File: src/design/tbf_pkg.sv
// Package with shared types and constants for the timed brightness fade block.
package tbf_pkg;

  // Operation codes carried by a request.
  typedef enum logic [1:0] {
    OP_FADE = 2'd0,
    OP_TICK = 2'd1,
    OP_SYNC = 2'd2
  } op_t;

  // Sequencer states of the top level.
  typedef enum logic [1:0] {
    ST_IDLE,
    ST_MUL,
    ST_DIV_LOAD,
    ST_DIV_WAIT
  } state_t;

  // Fixed widths of the ramp arithmetic.
  localparam int LEVEL_W = 8;
  localparam int LEN_W   = 16;
  localparam int TIME_W  = 32;
  localparam int PROD_W  = LEVEL_W + LEN_W;
  localparam int CNT_W   = $clog2(PROD_W + 1);

endpackage

File: src/design/timed_brightness_fade.sv
// Top level of the time-based linear brightness fade.
//
//   Channel  Signals                                      Direction
//   in       in_valid, in_stall, op, target_level,        request in
//            duration_ms, now_ms
//   out      out_valid, out_stall, level, done_res,       result out
//            level_written
//
// Fade, sync, unused codes and ticks needing no ramp step load the result at the accept edge.
// A mid-fade tick loads it after one multiply, one divider load, the 24 steps of the
// bit-serial divider and the result load.
// Reset (rst, synchronous) clears the start, goal and current levels, the start time and the fade length to zero.
// One request is in work at a time; in_stall is high while the sequencer is busy or a
// result waits on a stalled output.
module timed_brightness_fade
  import tbf_pkg::*;
(
  input  logic               clk,
  input  logic               rst,
  input  logic               in_valid,
  output logic               in_stall,
  input  logic [1:0]         op,
  input  logic [LEVEL_W-1:0] target_level,
  input  logic [LEN_W-1:0]   duration_ms,
  input  logic [TIME_W-1:0]  now_ms,
  output logic               out_valid,
  input  logic               out_stall,
  output logic [LEVEL_W-1:0] level,
  output logic               done_res,
  output logic               level_written
);

  state_t             state, state_next;
  logic [LEVEL_W-1:0] start_level, start_level_next;
  logic [LEVEL_W-1:0] goal_level, goal_level_next;
  logic [LEVEL_W-1:0] now_level, now_level_next;
  logic [TIME_W-1:0]  start_time, start_time_next;
  logic [LEN_W-1:0]   fade_length, fade_length_next;
  logic [LEN_W-1:0]   elapsed_lo, elapsed_lo_next;
  logic [PROD_W-1:0]  product;
  logic [PROD_W-1:0]  quotient;
  logic               out_load;
  logic               wrote;
  logic               accept;
  logic               need_ramp;
  logic               ramp_up;
  logic [LEVEL_W-1:0] span;
  logic [TIME_W-1:0]  elapsed;
  logic [LEVEL_W-1:0] ramp_level;
  logic               div_start;
  logic               div_done;

  assign in_stall = (state != ST_IDLE) || (out_valid && out_stall);
  assign accept   = in_valid && !in_stall;

  // Ramp direction, span and elapsed time.
  assign ramp_up = goal_level >= start_level;
  assign span    = ramp_up ? goal_level - start_level : start_level - goal_level;
  assign elapsed = now_ms - start_time;
  assign need_ramp = (op == OP_TICK) && (now_level != goal_level) &&
                     (fade_length != '0) && (elapsed < {{(TIME_W-LEN_W){1'b0}}, fade_length});
  assign ramp_level = ramp_up ? start_level + quotient[LEVEL_W-1:0]
                              : start_level - quotient[LEVEL_W-1:0];

  // Next state.
  always_comb begin
    state_next = state;
    case (state)
      ST_IDLE: begin
        if (accept && need_ramp) begin
          state_next = ST_MUL;
        end
      end
      ST_MUL:      state_next = ST_DIV_LOAD;
      ST_DIV_LOAD: state_next = ST_DIV_WAIT;
      ST_DIV_WAIT: begin
        if (div_done) begin
          state_next = ST_IDLE;
        end
      end
      default:     state_next = ST_IDLE;
    endcase
  end

  // Datapath updates and result loading per state.
  always_comb begin
    start_level_next = start_level;
    goal_level_next  = goal_level;
    now_level_next   = now_level;
    start_time_next  = start_time;
    fade_length_next = fade_length;
    elapsed_lo_next  = elapsed_lo;
    out_load         = 1'b0;
    wrote            = 1'b0;
    div_start        = 1'b0;
    case (state)
      ST_IDLE: begin
        if (accept) begin
          out_load = 1'b1;
          case (op)
            OP_FADE: begin
              if (target_level != goal_level) begin
                start_level_next = now_level;
                goal_level_next  = target_level;
                start_time_next  = now_ms;
                fade_length_next = duration_ms;
                if (duration_ms == '0) begin
                  now_level_next = target_level;
                  wrote          = 1'b1;
                end
              end
            end
            OP_TICK: begin
              if (need_ramp) begin
                elapsed_lo_next = elapsed[LEN_W-1:0];
                out_load        = 1'b0;
              end else if (now_level != goal_level) begin
                now_level_next = goal_level;
                wrote          = 1'b1;
              end
            end
            OP_SYNC: begin
              start_level_next = target_level;
              goal_level_next  = target_level;
              now_level_next   = target_level;
              wrote            = 1'b1;
            end
            default: ;
          endcase
        end
      end
      ST_DIV_LOAD: div_start = 1'b1;
      ST_DIV_WAIT: begin
        if (div_done) begin
          now_level_next = ramp_level;
          wrote          = 1'b1;
          out_load       = 1'b1;
        end
      end
      default: ;
    endcase
  end

  // Control and fade state registers.
  always_ff @(posedge clk) begin
    if (rst) begin
      state       <= ST_IDLE;
      start_level <= '0;
      goal_level  <= '0;
      now_level   <= '0;
      start_time  <= '0;
      fade_length <= '0;
      out_valid   <= 1'b0;
    end else begin
      state       <= state_next;
      start_level <= start_level_next;
      goal_level  <= goal_level_next;
      now_level   <= now_level_next;
      start_time  <= start_time_next;
      fade_length <= fade_length_next;
      if (out_load) begin
        out_valid <= 1'b1;
      end else if (!out_stall) begin
        out_valid <= 1'b0;
      end
    end
  end

  // Payload registers: product of span and elapsed time, and the result.
  always_ff @(posedge clk) begin
    elapsed_lo <= elapsed_lo_next;
    if (state == ST_MUL) begin
      product <= PROD_W'(span) * PROD_W'(elapsed_lo);
    end
    if (out_load) begin
      level         <= now_level_next;
      done_res      <= now_level_next == goal_level_next;
      level_written <= wrote;
    end
  end

  // Divider for the ramp quotient.
  tbf_div u_div (
    .clk      (clk),
    .rst      (rst),
    .start    (div_start),
    .dividend (product),
    .divisor  (fade_length),
    .done     (div_done),
    .quotient (quotient)
  );

  // The output register is empty for the whole division.
  a_out_free_in_div: assert property (@(posedge clk) disable iff (rst)
    (state == ST_DIV_WAIT) |-> !out_valid)
    else $error("result pending while a ramp division runs");

  // The divider finishes only while the sequencer waits for it.
  a_div_done_state: assert property (@(posedge clk) disable iff (rst)
    div_done |-> (state == ST_DIV_WAIT))
    else $error("divider finished outside its wait state");

  // A sync request always reports a written level at its goal.
  a_sync_result: assert property (@(posedge clk) disable iff (rst)
    (accept && (op == OP_SYNC)) |=> (out_valid && done_res && level_written &&
                                     (level == $past(target_level))))
    else $error("sync request gave a wrong result");

  // A ramp step never moves past the goal level.
  a_ramp_bound: assert property (@(posedge clk) disable iff (rst)
    (state == ST_DIV_WAIT && div_done) |->
      (quotient[LEVEL_W-1:0] <= span) && (quotient[PROD_W-1:LEVEL_W] == '0))
    else $error("ramp quotient exceeds the span");

endmodule

File: src/design/tbf_div.sv
// Restoring divider that produces one quotient bit per cycle.
module tbf_div
  import tbf_pkg::*;
(
  input  logic              clk,
  input  logic              rst,
  input  logic              start,
  input  logic [PROD_W-1:0] dividend,
  input  logic [LEN_W-1:0]  divisor,
  output logic              done,
  output logic [PROD_W-1:0] quotient
);

  logic [LEN_W-1:0]  rem;
  logic [CNT_W-1:0]  cnt;
  logic [LEN_W:0]    trial;
  logic [LEN_W+1:0]  diff;

  // Shift the next dividend bit into the partial remainder and try a subtract.
  assign trial = {rem, quotient[PROD_W-1]};
  assign diff  = {1'b0, trial} - {2'b00, divisor};

  always_ff @(posedge clk) begin
    if (rst) begin
      cnt  <= '0;
      done <= 1'b0;
    end else begin
      done <= 1'b0;
      if (start) begin
        cnt <= CNT_W'(PROD_W);
      end else if (cnt != '0) begin
        cnt <= cnt - 1'b1;
        if (cnt == CNT_W'(1)) begin
          done <= 1'b1;
        end
      end
    end
  end

  // Remainder and quotient step; the quotient register doubles as the dividend shifter.
  always_ff @(posedge clk) begin
    if (start) begin
      rem      <= '0;
      quotient <= dividend;
    end else if (cnt != '0) begin
      if (!diff[LEN_W+1]) begin
        rem      <= diff[LEN_W-1:0];
        quotient <= {quotient[PROD_W-2:0], 1'b1};
      end else begin
        rem      <= trial[LEN_W-1:0];
        quotient <= {quotient[PROD_W-2:0], 1'b0};
      end
    end
  end

endmodule

File: config.mk
export PLATFORM = sky130hd
export DESIGN_NAME = timed_brightness_fade
export DESIGN_NICKNAME = d
export VERILOG_FILES = /design/src/design/tbf_pkg.sv /design/src/design/timed_brightness_fade.sv /design/src/design/tbf_div.sv
export SDC_FILE = /design/constraint.sdc
export NUM_CORES = 1
export LEC_CHECK = 0
export BUFFER_PORTS_ARGS = -buffer_cell sky130_fd_sc_hd__buf_2
export CELL_PAD_IN_SITES_DETAIL_PLACEMENT = 1
export CELL_PAD_IN_SITES_GLOBAL_PLACEMENT = 1
export CORE_MARGIN = 2
export CORE_UTILIZATION = 53
export DETAILED_ROUTE_END_ITERATION = 16
export GPL_TIMING_DRIVEN = 0
export PLACE_DENSITY = 0.9
export SYNTH_ARGS = -nofsm -noshare
export SYNTH_HDL_FRONTEND = slang
export SYNTH_HIERARCHICAL = 1
export SYNTH_SLANG_ARGS = --single-unit
File: constraint.sdc
create_clock -name clk -period 23.3 [get_ports clk]
set_input_delay 1.165 -clock clk [delete_from_list [all_inputs] [get_ports clk]]
set_output_delay 1.165 -clock clk [all_outputs]
set_load 0.05 [all_outputs]
==> out/metrics.cfg <==
[status]
status = finished clean

[synth]
synth_top_area_cell = edfxtp_1
synth_nets = 2159
synth_area_leaders = edfxtp_1, dfxtp_1, fa_1
synthArstFlopShare_pct = 0
syn_avg_cell_area_sq_um = 8.52
ys.warnings.count = 6
ys_seq_area_share_pct = 26.1
netlist_instances = 1871
synthesis.area_sq_um = 15900
yosys_most_used_dff = dfxtp_1
synth-seq-cells = 171
synth-edff-count = 74
yosysUniqueCellTypes = 86
synth_top_area_share_pct = 13.9

[clock_network]
cts_root_buffer = clkbuf_16
htree_levels = 4
ctsHoldBuffers = 0
clk_latency_ns = 0.47
numCtsBuffers = 17
cts_buffer_depth = 2
cts_tree = built
path_clk_slew_ns = 0.07
cts_num_sinks = 171
cts-resized-gates = 0
cts_setup_buffers = 0

[placed_design]
dp_hpwl_mm = 40.2
io_buffers = 71
dp.cells = 2332
pre_cts_ws_ns = 13.99
place_congestion = 0.922

[drt]
avgViaCountPerCell = 6.14
drt_iter0_markers = 1069
vias = 14501
wl_per_cell_um = 21.6
drc_errors = 0
ant_nets = 0
wirelength_mm = 51.0
drt_first_pass_iters = 6

[finish]
layout.cells.non_filler = 2363
drive_gt1_share_pct = 8.51
syn_to_final_growth_pct = 8.86
n_fill_cell = 3621
antennaDiodeCount = 0
register_area_sq_um = 4160
multi_input_comb_area_sq_um = 10700
nNetsFinal = 2249

[grt]
overflow = 0
grt_pass1_wl_mm = 81.6
antenna_found_initial = 0
first_global_vias = 15571
grt_max_degree = 25
grt_usage_pct = 33.2

[worst_setup_path]
worstSetupPathType = register to register
crit_buf_inv = 7
critPathRequiredTime_ns = 23.50
worstPathMaxFanout = 10
arrival_ns = 9.54
cpPeakStageDelay_ns = 0.62
slowest_stage = o21ai_1
crit_family = compound AO/OA/AOI/OAI gates
crit_path_start_kind = register
end_kind = register

[sta]
hold_viol = 0
rsz0062_at_grt = no
max_freq_mhz = 107
worstMarginPinSlew_ns = 1.21
period_share_pct = 40.1
relSlewSlack_pct = 19.2
clock_skew_ns = 0.0177
setup_viol = 0
period_minus_slack_ns = 9.34
final.setup.worst_slack_ns = 13.96
slew_viol_final = 0
setup_tns_ns = 0
hold-worst-slack_ns = 0.455

[die]
dieArea_sq_um = 31500
pin_count = 74
initial_utilization_pct = 53.8
die_y_um = 177
rows = 63
core-area_sq_um = 29600
die_w_um = 177

[run]
drv_cap = 0

[worst_hold_path]
hp-class = register to register

[placed cells by master (no fill, tap or decap), types with 13 or more instances in the layout]
cell type  instances
mux2_2            38
buf_2             75
nand2b_1          22
mux2i_1           36
nor2_1           102
nand3_1           27
a211oi_1          22
nand4_1           17
a21boi_0          13
dfxtp_1           97
xor2_1            25
o21a_1            17
a21oi_1          155
o21ai_0           68
clkbuf_16         20
a21o_1            20
edfxtp_1          74
nor2b_1           32
nor3_1            23
and2_1            71
inv_1            217
nand2_1          244
clkbuf_1          61
fa_1              89
xnor2_1           51
ha_1             136
nor4_1            18
[synth_stat cells (8+ instances only)]
library cell  instances
nand3_1              27
inv_1               217
ha_1                137
xor2_1               25
fa_1                 89
o21ai_0              68
or3_1                11
nand2b_1             22
and3_1                8
nand2_1             244
xnor2_1              51
a21o_1               20
clkbuf_1             58
a31oi_1              12
nor3_1               23
dfxtp_1              97
nor4_1               18
a211oi_1             22
a211o_1               8
a221oi_1              9
and2_1               71
nor2b_1              32
nor2_1              102
o211ai_1              8
nand4_1              17
edfxtp_1             74
o21bai_1              8
a21boi_0             13
a21oi_1             155
mux2_2               38
mux2i_1              36
o21a_1               17
[per-stage QoR]
| stage | area (sq um) | util [%] |
|---|---|---|
| 3_5_place_dp | 16800 | 56.6 |
| 4_1_cts | 17400 | 58.6 |
| 5_1_grt | 17400 | 58.6 |
| 3_3_place_gp | 16800 | 56.6 |
| 2_1_floorplan | 15900 | - |
| 6_report | 17400 | 58.6 |
[registers in the layout, summed over array words and instances (netlist names)]
register        count
u_div/rem          16
now_level           8
product            24
out_valid           1
start_level         8
done_res            1
level_written       1
state               2
u_div/done          1
level               8
u_div/quotient     24
elapsed_lo         16
start_time         32
goal_level          8
u_div/cnt           5
fade_length        16
[layer usage]
layer | part of all wire, % | wire [um] | up-vias | track usage [%]
met5 | 0 | 0 | - | 0
met4 | 3.6 | 1850 | 0 | 13.6
met3 | 5.5 | 2810 | 124 | 3.79
met2 | 50 | 25300 | 482 | 57.8
met1 | 41 | 21000 | 7259 | 41.6
li1 | - | - | 6636 | -
[final cells by class]
class,instances,share of cell area (%)
well taps,390,2.81
flip-flops and latches,171,24.0
plain buffers,72,1.62
clock inverters,5,0.180
repair buffers,71,2.05
multi-input cells,1411,61.6
clock buffers,26,3.09
inverters,217,4.69
[worst min-delay path, stage by stage (launching register included)]
cell and delay (ns):
dfxtp_1 0.31, nand2_1 0.05, a21oi_1 0.05
[cell families after synthesis]
| group | count (synthesis) | share of synthesized area, % |
|---|---|---|
| and+or+nand+nor | 612 | 18.6 |
| AOI/OAI and AO/OA | 421 | 17.2 |
| buffers and inverters | 289 | 6.87 |
| adders and majority gates | 226 | 21.9 |
| DFF | 171 | 26.1 |
| xor gates and xnor gates | 76 | 4.17 |
| muxes | 76 | 5.11 |
[worst paths after layout]
kind	slack, ns	start	to	cells after the start
max reg2reg	13.96	goal_level[0]$_SDFF_PP0_	product[22]$_DFFE_PN_	33
min reg2reg	0.46	start_time[15]$_SDFFE_PP0P_	start_time[15]$_SDFFE_PP0P_	2
max	13.96	goal_level[0]$_SDFF_PP0_	product[22]$_DFFE_PN_	33
min	0.46	start_time[15]$_SDFFE_PP0P_	start_time[15]$_SDFFE_PP0P_	2
Power is left out: the tool's default activity adds up to more than one toggle a clock period on the data nets, which glitch-free logic cannot reach.
